[src/hw/rtl/lru_set_assoc_cache_tag_lookup_defines.svh]
// Assertion macros used by the RTL back end (lsctl_back)
`ifndef LRU_SET_ASSOC_CACHE_TAG_LOOKUP_DEFINES_SVH
`define LRU_SET_ASSOC_CACHE_TAG_LOOKUP_DEFINES_SVH

`ifndef NO_ASSERTIONS
`define LSCTL_ASSERT_IMP(lbl, ante, cons) \
    lbl: assert property (@(posedge clk) disable iff (!rst_n) (ante) |-> (cons)) \
        else $error("assertion failed");
`define LSCTL_ASSERT_NEXT(lbl, ante, cons) \
    lbl: assert property (@(posedge clk) disable iff (!rst_n) (ante) |=> (cons)) \
        else $error("assertion failed");
`else
`define LSCTL_ASSERT_IMP(lbl, ante, cons)
`define LSCTL_ASSERT_NEXT(lbl, ante, cons)
`endif

`endif

[src/hw/rtl/lsctl_pkg.sv]
package lsctl_pkg;

    localparam int ADDR_W  = 64;
    localparam int TAG_W   = 62;
    localparam int CNT_W   = 32;
    localparam int ACT_W   = 2;
    localparam int SETB_W  = 4;
    localparam int WAYS_W  = 5;
    localparam int BOFF_W  = 6;
    localparam int SHIFT_W = 7;

    localparam logic [ACT_W-1:0] ACT_LOAD   = 2'd0;
    localparam logic [ACT_W-1:0] ACT_STORE  = 2'd1;
    localparam logic [ACT_W-1:0] ACT_MODIFY = 2'd2;

    typedef logic [CNT_W-1:0] cnt_t;

    function automatic cnt_t sat_inc(input cnt_t v, input logic en);
        sat_inc = (en && (v != {CNT_W{1'b1}})) ? v + cnt_t'(1) : v;
    endfunction

endpackage

[src/hw/rtl/lsctl_front.sv]
module lsctl_front #(
    parameter int MAX_SET_BITS = 6
) (
    input  logic                          clk,
    input  logic                          rst_n,
    input  logic                          in_valid,
    output logic                          in_stall,
    input  logic [lsctl_pkg::ACT_W-1:0]   action,
    input  logic [lsctl_pkg::ADDR_W-1:0]  address,
    input  logic [lsctl_pkg::SETB_W-1:0]  set_bits,
    input  logic [lsctl_pkg::BOFF_W-1:0]  boff_bits,
    input  logic                          back_busy,
    output logic                          req_valid,
    input  logic                          req_pop,
    output logic [lsctl_pkg::ACT_W-1:0]   req_action,
    output logic [MAX_SET_BITS-1:0]       req_set,
    output logic [lsctl_pkg::TAG_W-1:0]   req_tag
);
    import lsctl_pkg::*;

    logic [ACT_W-1:0]        q_act_reg [2];
    logic [MAX_SET_BITS-1:0] q_set_reg [2];
    logic [TAG_W-1:0]        q_tag_reg [2];
    logic                    wr_ptr_reg, rd_ptr_reg;
    logic [1:0]              count_reg, count_next;
    logic                    push;
    logic [ADDR_W-1:0]       off_shift, tag_shift;
    logic [MAX_SET_BITS-1:0] set_mask, set_idx;
    logic [SHIFT_W-1:0]      tag_sh;

    assign in_stall = (count_reg == 2'd2) || back_busy;
    assign push     = in_valid && !in_stall;

    always_comb
    begin
        for (int i = 0; i < MAX_SET_BITS; i++)
        begin
            set_mask[i] = (SETB_W'(i) < set_bits);
        end
    end

    assign tag_sh    = SHIFT_W'(set_bits) + SHIFT_W'(boff_bits);
    assign off_shift = address >> boff_bits;
    assign tag_shift = address >> tag_sh;
    assign set_idx   = off_shift[MAX_SET_BITS-1:0] & set_mask;

    assign count_next = count_reg + {1'b0, push} - {1'b0, req_pop};

    always_ff @(posedge clk or negedge rst_n)
    begin
        if (!rst_n)
        begin
            wr_ptr_reg <= 1'b0;
            rd_ptr_reg <= 1'b0;
            count_reg  <= 2'd0;
        end
        else
        begin
            count_reg <= count_next;
            if (push)
            begin
                wr_ptr_reg <= !wr_ptr_reg;
            end
            if (req_pop)
            begin
                rd_ptr_reg <= !rd_ptr_reg;
            end
        end
    end

    always_ff @(posedge clk)
    begin
        if (push)
        begin
            q_act_reg[wr_ptr_reg] <= action;
            q_set_reg[wr_ptr_reg] <= set_idx;
            q_tag_reg[wr_ptr_reg] <= tag_shift[TAG_W-1:0];
        end
    end

    assign req_valid  = (count_reg != 2'd0);
    assign req_action = q_act_reg[rd_ptr_reg];
    assign req_set    = q_set_reg[rd_ptr_reg];
    assign req_tag    = q_tag_reg[rd_ptr_reg];

endmodule

[config.mk]
export PLATFORM = sky130hd
export DESIGN_NAME = lsctl_front
export DESIGN_NICKNAME = d
export VERILOG_FILES = /design/src/hw/rtl/lru_set_assoc_cache_tag_lookup_defines.svh /design/src/hw/rtl/lsctl_pkg.sv /design/src/hw/rtl/lsctl_front.sv
export SDC_FILE = /design/constraint.sdc
export NUM_CORES = 1
export LEC_CHECK = 0
export BUFFER_PORTS_ARGS = -buffer_cell sky130_fd_sc_hd__buf_2
export CAP_MARGIN = 20
export CORE_MARGIN = 2
export CORE_UTILIZATION = 25
export CTS_CLUSTER_DIAMETER = 50
export CTS_CLUSTER_SIZE = 28
export DETAILED_ROUTE_END_ITERATION = 7
export MAX_ROUTING_LAYER = met4
export PLACE_DENSITY_LB_ADDON = 0.25
export SLEW_MARGIN = 20
export SYNTH_ARGS = -nofsm -noshare
export SYNTH_HDL_FRONTEND = slang
export SYNTH_SLANG_ARGS = --single-unit
[constraint.sdc]
create_clock -name clk -period 5.4 [get_ports clk]
set_input_delay 0.27 -clock clk [delete_from_list [all_inputs] [get_ports clk]]
set_output_delay 0.27 -clock clk [all_outputs]
set_load 0.1 [all_outputs]
Word-level counts from Yosys, hierarchy flattened:

Memory sizes are Yosys's and may differ from the RTL's.
Cells that the tools add are included.

* bits of input ports: 81
* flip-flop bits (word level): 4
* bits in latches: 0
* memory bits (read-only): 0
* memory bits (writable): 140
* memories: 3

Memory list
* q_tag_reg: depth 2, bits a word 62, rd ports 1, clocked after Yosys merged registers in 0, wr ports 1, RTL line lsctl_front.sv:23 `logic [TAG_W-1:0] q_tag_reg [2];`
* q_set_reg: depth 2, bits a word 6, rd ports 1, clocked after Yosys merged registers in 0, wr ports 1, RTL line lsctl_front.sv:22 `logic [MAX_SET_BITS-1:0] q_set_reg [2];`
* q_act_reg: depth 2, bits a word 2, rd ports 1, clocked after Yosys merged registers in 0, wr ports 1, RTL line lsctl_front.sv:21 `logic [ACT_W-1:0] q_act_reg [2];`

* reductions and logical operators: 6
* shifts and indexed selects: 2
* add/subtract/negate cells: 3
* $lt $le $gt $ge: 6
* bitwise logic cells: 1
* div/mod/pow operators: 0
* mux-type cells: 2
* eq/ne operators: 1
* multipliers: 0

Operator list (number)
* $shr A64 B6 Y6: 1
* $shr A64 B7 Y62: 1
* $lt A1 B4 Y1 const A: 2
* $lt A2 B4 Y1 const A: 2
* $lt A3 B4 Y1 const A: 2
* $add A4 B6 Y7: 1
* $and A6 B6 Y6: 1
* $logic_not A1 Y1: 3
* $add A2 B1 Y2: 1
* $eq A2 B2 Y1 const B: 1
* $mux W1: 2
* $reduce_bool A2 Y1: 1
* $sub A2 B1 Y2: 1
* $logic_and A1 B1 Y1: 1
* $logic_or A1 B1 Y1: 1

Longest topological paths before layout:

Gate-level depths: netlist of the first run.

* depth after elaboration: 6
* depth in mapped cells: 14

Least setup slack after synthesis of the first run:

No wires, ideal clock.

* path type: reg-to-reg
* from: reg count_reg[0]
* to: mem q_act_reg[0][0] (enable)
* cell stages (with the launch flop): 5
* period minus slack after synthesis: 4122 ps
* path buffers: 0
* setup time: 499 ps
* arrival time: 3624 ps
* path slack: 1278 ps
* cell sequence: dfrtp_1 -> inv_1 -> a21oi_1 -> nand2_1 -> nor2_1

* cells in the longest elaborated chain, start to end: 6

RTL lines
* from (decl): RTL line lsctl_front.sv:25 `logic [1:0] count_reg, count_next;`
* from (signal assigned): RTL line lsctl_front.sv:59 `count_reg <= count_next;`
* $eq A2 B2 Y1: RTL line lsctl_front.sv:31 `assign in_stall = (count_reg == 2'd2) || back_busy;`
* $logic_or A1 B1 Y1: RTL line lsctl_front.sv:31
* $logic_not A1 Y1: RTL line lsctl_front.sv:32 `assign push = in_valid && !in_stall;`
* $logic_and A1 B1 Y1: RTL line lsctl_front.sv:32
* $mux W1: RTL line lsctl_front.sv:73 `if (push)`
* $mux W1 (implied by the code): RTL line lsctl_front.sv:75 `q_act_reg[wr_ptr_reg] <= action;`
* to (decl): RTL line lsctl_front.sv:21

Every way passes these cells.

Worst setup path after layout of the first run:

* from: in boff_bits[1] (netlist bit)
* to: mem q_tag_reg[0][1] (data pin)

* cells in the longest elaborated chain, start to end: 2

RTL lines
* from (decl): RTL line lsctl_front.sv:11 `input logic [lsctl_pkg::BOFF_W-1:0] boff_bits,`
* $add A4 B6 Y7: RTL line lsctl_front.sv:42 `assign tag_sh = SHIFT_W'(set_bits) + SHIFT_W'(boff_bits);`
* $shr A64 B7 Y62: RTL line lsctl_front.sv:44 `assign tag_shift = address >> tag_sh;`
* named net tag_shift[1]: RTL line lsctl_front.sv:27 `logic [ADDR_W-1:0] off_shift, tag_shift;`
* to (decl): RTL line lsctl_front.sv:23

The timed path passes the listed nets, and every way through them passes these cells.

==> results of run 1 <==
[per-layer routing]
layer	global-route usage	vias up
li1	-	4380
met1	0.244	5069
met2	0.283	471
met3	0.0274	59
met4	0.0589	0
met5	-	-
[cells in the mapped netlist (all sizes together), types with 4 or more instances]
cell / instances
nor2: 74
a22oi: 30
a221oi: 7
inv: 22
edfxtp: 140
ha: 6
a221o: 5
xnor2: 6
clkbuf: 37
a21oi: 34
a31oi: 9
mux4: 114
buf: 54
and3: 9
o21bai: 4
a21o: 5
a22o: 5
mux2i: 72
nor3: 6
mux2: 89
nor2b: 5
and2: 7
o221ai: 14
dfrtp: 4
a211oi: 27
o211ai: 6
nand2b: 6
nand4: 9
o22ai: 10
nand3: 24
nand2: 131
o21ai: 34
[critical path, delay by kind of cell]
family | cells | cell delay, ns
multiplexers | 2 | 0.89
buffers and inverters | 3 | 1.01
AND/OR/NAND/NOR | 2 | 0.62
adder cells (fa/ha/maj) | 1 | 1.14
[power breakdown]
part | internal [mW] | leakage (nW) | total (mW) | switching [mW]
combinational | 0.958 | 3.49 | 3.79 | 2.83
clock | 0.647 | 0.270 | 1.13 | 0.486
sequential | 1.47 | 1.34 | 1.54 | 0.0668
total | 3.08 | 5.10 | 6.46 | 3.38
[kinds of logic (layout without fill, tap and decap cells)]
| family | count (synthesis) | in the layout |
|---|---|---|
| muxes | 275 | 275 |
| buffers and inverters | 113 | 237 |
| AOI/OAI and AO/OA | 213 | 213 |
| other | 0 | 1 |
| xor gates and xnor gates | 8 | 8 |
| DFF | 144 | 144 |
| adders and majority gates | 7 | 7 |
| and+or+nand+nor | 282 | 282 |
[worst paths after layout]
kind	start	end	slack (ns)	cells past startpoint
min in group asynchronous	rst_n	count_reg[1]	0.19	2
hold / removal	action[0]	q_act_reg[0][0]	0.04	1
setup / recovery	boff_bits[1]	q_tag_reg[0][1]	1.58	8
hold reg to reg	count_reg[1]	count_reg[1]	0.49	1
max in group asynchronous	rst_n	rd_ptr_reg	5.08	2
setup reg to reg	count_reg[0]	q_tag_reg[0][3]	3.24	5
[area by class of cell]
class	instances	area, um^2
clock inverters	15	150
clock buffers	17	425
diodes	1	2.50
inverters	22	82.6
flip-flops and latches	144	4310
repair buffers	183	1020
well taps	615	769
multi-input cells	785	7260
fillers	4960	33600
[through the flow]
| stage | instances | util | hold WS [ns] | instance area [um^2] | worst slack (ns) |
|---|---|---|---|---|---|
| after global routing | 1782 | 0.294 | 0.0186 | 14000 | 1.41 |
| after detailed placement | 1747 | 0.281 | 0.0841 | 13400 | 1.20 |
| after CTS | 1780 | 0.294 | 0.0166 | 14000 | 1.66 |
| after global placement | 1747 | 0.281 | 0.0839 | 13400 | 1.26 |
| final | 1782 | 0.294 | 0.0431 | 14000 | 1.58 |
| after floorplan | 1042 | - | -0.0256 | 12100 | 1.28 |
==> summary.txt, run 1 <==
Synth
  – Yosys cell types: 68
  – Syn nets: ~1100
  – Primary FF master, synth: edfxtp_1
  – Seq/Total Area, Yosys: 0.357
  – Fraction of the mapped netlist area in adder cells: 0.00788
  – Top cell type by total area after synthesis: edfxtp_1
  – XOR/XNOR Fraction of Synth Area: 0.00643
  – Synth Area in Compound Gates: 0.125
  – Ys Warns: 0
  – Largest family of logic cells by synthesized area: multiplexers
  – Synth Instances: around 1000
  – Number of synthesized flops with an enable pin: between 100 and 150
  – Synth top area cells: edfxtp_1 (35%), mux4_2 (21%), mux2_2 (8.3%)
  – Multiplexer share of the synthesized area: 0.356
  – Syn Area/Cell: between 10 and 15 um^2
  – Simple-Gate Fraction of Synth Area: 0.102
  – Synth Register Bits: 144
  – Synth Cell Area: between 0.01 and 0.015 mm^2
  – Synth top area share: 0.348
  – Asr flop ratio synth: 0.0278

Die
  – Die span in y: 224 um
  – Chip Width: 224 um
  – Core Box Area: 0.0476 mm^2
  – Initial Util: 0.253
  – Rows: 80
  – Die footprint: 0.0500 mm^2
  – IO Count: 153

Timing
  – Total Neg Setup Slack: 0 ns
  – Final hold violation count: 0
  – RSZ-0062 raised after global routing: no
  – Final setup fails: 0
  – Slew Limit Fails: 0
  – Max transition margin: 0.228
  – Period minus WS final: 3.82 ns
  – Fin crit share: 0.708
  – F_max: 262 MHz
  – Max Clock Skew: 0.00993 ns
  – Least-Margin Pin Slew: 1.15 ns

Clock network
  – CTS Hold Bufs: 1
  – CTS H-tree lvls: 4
  – TritonCTS Sinks: 144
  – Post-cts sizing count: 0
  – Clk root buf: clkbuf_16
  – Worst skew pair latency: 0.42 ns
  – CTS Buf Count: 17
  – Post-CTS Setup Inserts: 0
  – Worst-path clk slew: 0.06 ns
  – CTS tree: yes
  – Clk buf depth: 2

Cells and area
  – Most frequent cells in the layout: buf_2 (150), edfxtp_1 (140), nand2_1 (130), mux4_2 (113), mux2_2 (89)
  – Area growth syn-to-layout: 16.2%
  – Nets: around 1200
  – Share of post-route cells with drive strength above 1: 0.373
  – Largest register FFs: around 120
  – Most common cell after layout, fill and taps aside: buf_2

Critical path
  – Req. time, crit path: roughly 5.5 ns
  – Startpoint types: input pin
  – Crit-path slowest cell: fa_2
  – Largest fanout on the critical path: 35
  – CP Data Arrival Time: 3.96 ns
  – Setup crit end kind: flip-flop
  – Largest stage delay, worst path: 1.14 ns
  – Critical path type: in -> reg
  – Crit-path cells: buf_4, inv_1, fa_2, buf_4, mux4_2, mux4_2, nor2b_1, or4_1

Place
  – I/O Buffers: 152
  – HPWL after detailed placement: 33.2 mm
  – Final GP Congestion: roughly 0.92

Routing
  – Pre-antenna DRT Iters: 6
  – Met1 wire length: 19.2 mm
  – Post-route ant nets: 0
  – DRC: 0
  – DR top layer: met4
  – Drt wl/cell: 24.9 um
  – Metal2 WL: 21.0 mm
  – Avg Vias per Cell: 5.60
  – Routed wl met3: roughly 3 mm
  – Total Wirelength: ~44 mm
  – Via count: roughly 10000
  – DRT iter0 DRCs: 859

Pwr
  – Pwr dens: around 460 mW/mm^2
  – Peak VDD IR: 269 uV
  – Final Power: ~6.5 mW
  – Leakage: slightly above 5 nW

Min path
  – Worst Hold Class: in -> reg

Global routing
  – Vias in the first global route: 9677
  – First-pass GRT wire length: 66.1 mm
  – Initial antenna violation count: 2
  – Largest net degree at the start of global routing: between 70 and 80
  – Total grt overflow: 0
  – GRT Total Usage: 0.182

Run
  – Total of max-cap violations: 0

Outcome
  – Status: completed
(Power assumes the default switching activity.)
==> run 2, diff against run 1 <==
--- a/config.mk
+++ b/config.mk
@@ -5,6 +5,7 @@
 export SDC_FILE = /design/constraint.sdc
 export NUM_CORES = 1
 export LEC_CHECK = 0
+export ABC_AREA = 1
 export BUFFER_PORTS_ARGS = -buffer_cell sky130_fd_sc_hd__buf_2
 export CAP_MARGIN = 20
 export CORE_MARGIN = 2
==> constraint.sdc (replaced) <==
create_clock -name clk -period 3.6 [get_ports clk]
set_input_delay 0.18 -clock clk [delete_from_list [all_inputs] [get_ports clk]]
set_output_delay 0.18 -clock clk [all_outputs]
set_load 0.1 [all_outputs]
==> summary.txt, run 2 <==
Die
  – Chip Width: 222 um (-0.68%)
  – Die span in y: 222 um (-0.68%)
  – IO Count: 153 (unchanged)
  – Rows: 79 (-1.3%)
  – Die footprint: 0.0494 mm^2 (-1.3%)
  – Initial Util: 0.255 (+0.00130)
  – Core Box Area: 0.0468 mm^2 (-1.9%)

Critical path
  – Largest fanout on the critical path: 24 (-31%)
  – Crit-path cells: buf_2, ha_2, inv_1, fa_2, buf_4, buf_4, o211ai_1, nand3_1, nand3_1, nand3_1, nand3_1, nand2_1, inv_1
  – Critical path type: in -> reg
  – CP Data Arrival Time: 2.83 ns (-1.13 ns)
  – Req. time, crit path: 3.79 ns (-1.74 ns)
  – Most used cell, CP: nand3_1
  – Crit-path slowest cell: fa_2
  – Startpoint types: input pin
  – Setup crit end kind: flip-flop
  – Largest stage delay, worst path: 0.75 ns (-0.39 ns)

Cells and area
  – Fill cell count: 5169 (+4.2%)
  – Largest register FFs: 124 (unchanged)
  – Reg area: 0.00431 mm^2 (unchanged)
  – Nets: 1933 (+56%)
  – Most common cell after layout, fill and taps aside: nand2_1
  – Most frequent cells in the layout: nand2_1 (619), nand3_1 (541), buf_2 (152), edfxtp_1 (140), nor2_1 (83)
  – Post-Layout Cell Count: 2467 (+38%)
  – Multi-input logic area: 0.00694 mm^2 (-4.5%)
  – Share of post-route cells with drive strength above 1: 0.167 (-0.206)
  – Area growth syn-to-layout: 17.9%

Routing
  – Pre-antenna DRT Iters: 5 (-1)
  – Avg Vias per Cell: 5.13 (-8.3%)
  – Total Wirelength: 47.6 mm (+7.1%)
  – Drt wl/cell: 19.3 um (-23%)
  – Via count: 12700 (+27%)
  – DRC: 0 (unchanged)
  – DRT iter0 DRCs: 1305 (+52%)
  – Post-route ant nets: 0 (unchanged)

Clock network
  – CTS Hold Bufs: 4 (+3)
  – Clk buf depth: 2 (unchanged)
  – Worst skew pair latency: 0.45 ns (+0.03 ns)
  – Clk root buf: clkbuf_16
  – Worst-path clk slew: 0.06 ns (about the same)
  – CTS tree: yes
  – CTS Buf Count: 17 (unchanged)
  – CTS H-tree lvls: 4 (unchanged)
  – Post-CTS Setup Inserts: 0 (unchanged)
  – Post-cts sizing count: 0 (unchanged)
  – TritonCTS Sinks: 144 (unchanged)

Synth
  – Syn nets: 1837 (+63%)
  – Top cell type by total area after synthesis: edfxtp_1
  – Synth Instances: 1749 (+68%)
  – Primary FF master, synth: edfxtp_1
  – Synth top area share: 0.353 (+0.00484)
  – Yosys cell types: 30 (-56%)
  – Synth Cell Area: 0.0119 mm^2 (-1.4%)
  – Top-count cell post-synth: nand2_1
  – Synth top area cells: edfxtp_1 (35%), nand3_1 (23%), nand2_1 (20%)
  – Ys Warns: 0 (unchanged)
  – Number of synthesized flops with an enable pin: 140 (unchanged)
  – Synth Register Bits: 144 (unchanged)
  – Asr flop ratio synth: 0.0278 (unchanged)
  – Syn Area/Cell: 6.80 um^2 (-41%)
  – Commonest cells post-synth: nand2_1 (621), nand3_1 (541), edfxtp_1 (140)
  – Seq/Total Area, Yosys: 0.362 (+0.00495)

Outcome
  – Status: completed

Timing
  – Slew Limit Fails: 0 (unchanged)
  – Max Clock Skew: 0.0206 ns (+0.0106 ns)
  – Final setup fails: 0 (unchanged)
  – RSZ-0062 raised after global routing: no
  – F_max: 378 MHz
  – Final hold violation count: 0 (unchanged)
  – Fin crit share: 0.735
  – Period minus WS final: approximately 2.6 ns
  – Total Neg Setup Slack: 0 ns (unchanged)
  – Max transition margin: 0.555 (+0.327)
  – Least-Margin Pin Slew: 0.668 ns (-0.478 ns)

Pwr
  – Pwr dens: 697 mW/mm^2 (+51%)
  – Peak VDD IR: 578 uV (+120%)
  – Leakage: 6.27 nW (+23%)

Global routing
  – GR Util met2: 0.318 (+0.0351)
  – Total grt overflow: 0 (unchanged)
  – Global Route met1 Usage: 0.253 (+0.00944)
  – GRT Total Usage: 0.196 (+0.0141)
  – Top Usage Layer GRT: met2
  – Vias in the first global route: 11900 (+23%)
  – Met3 Use GR: 0.0245 (-0.00290)
  – First-pass GRT wire length: 71.8 mm (+8.6%)
  – Largest net degree at the start of global routing: 71 (unchanged)
  – Initial antenna violation count: 2 (unchanged)

Place
  – I/O Buffers: 152 (unchanged)
  – HPWL after detailed placement: 36.1 mm (+8.7%)
  – Final GP Congestion: 0.915 (-0.68%)
  – Placed cells: 2429 (+39%)

Min path
  – Worst Hold Class: in -> async

Run
  – Total of max-cap violations: 0 (unchanged)
[run 2: cell count changes after synthesis, moves of 31 or more]
cell / change
clkbuf_1: +41
inv_1: +31
mux2i_1: -72
mux4_2: -113
nand2_1: +491
nand3_1: +517
[run 2: power breakdown]
part,total (mW),internal (mW),switching (mW)
Clock,1.78,1.04,0.737
Sequential,2.30,2.19,0.110
Combinational,5.69,1.26,4.43
Total,9.77,4.49,5.28
[run 2: cell families after synthesis]
group           count (synthesis)  share of synthesized area
fa+ha+maj                       7                    0.00799
flops                         144                      0.362
buf+inv                       177                     0.0590
simple gates                 1260                      0.457
compound gates                 85                     0.0423
xor+xnor                        6                    0.00568
mux                            70                     0.0662
[run 2: stage by stage]
step / hold WS [ns] / setup slack [ns] / total power, mW / area [um^2] / util
after floorplan: -0.116 / -0.444 / 6.71 / 11900 / -
after global placement: -0.00699 / 0.547 / 8.06 / 13400 / 0.286
after detailed placement: -0.00353 / 0.547 / 8.05 / 13400 / 0.286
after CTS: 0.0517 / 1.02 / 9.87 / 14000 / 0.300
after global routing: 0.0683 / 0.817 / 10.3 / 14000 / 0.300
final: 0.0833 / 0.954 / 9.77 / 14000 / 0.300
[run 2: worst paths after layout]
path	from	end	depth (start not counted)	slack, ns
worst max-delay path	set_bits[0]	q_tag_reg[0][17]	13	0.95
worst min-delay path	rst_n	count_reg[1]	2	0.08
worst max register to register	count_reg[1]	q_tag_reg[0][2]	4	1.91
worst min register to register	count_reg[0]	count_reg[0]	1	0.54
max in group asynchronous	rst_n	rd_ptr_reg	2	3.38
min in group clk	back_busy	wr_ptr_reg	4	0.27
[run 2: layout make-up]
type | instances | share of cell area
diodes | 2 | 0.000357
clock buffers | 17 | 0.0303
clock inverters | 15 | 0.0126
inverters | 59 | 0.0158
multi-input cells | 1428 | 0.495
flip-flops and latches | 144 | 0.307
well taps | 607 | 0.0541
repair buffers | 195 | 0.0851
[run 2: layer usage]
metal	share of wire	wire length [um]	vias up
li1	-	-	6192
met1	0.45	21600	5968
met2	0.48	22700	432
met3	0.044	2070	70
met4	0.027	1260	0
met5	0	0	-
[run 2: worst max-delay path: cells and delay by family]
kind            cells  cell delay [ns]
buf+inv             5             0.83
simple gates        5             0.67
compound gates      1             0.16
fa+ha+maj           2             0.96
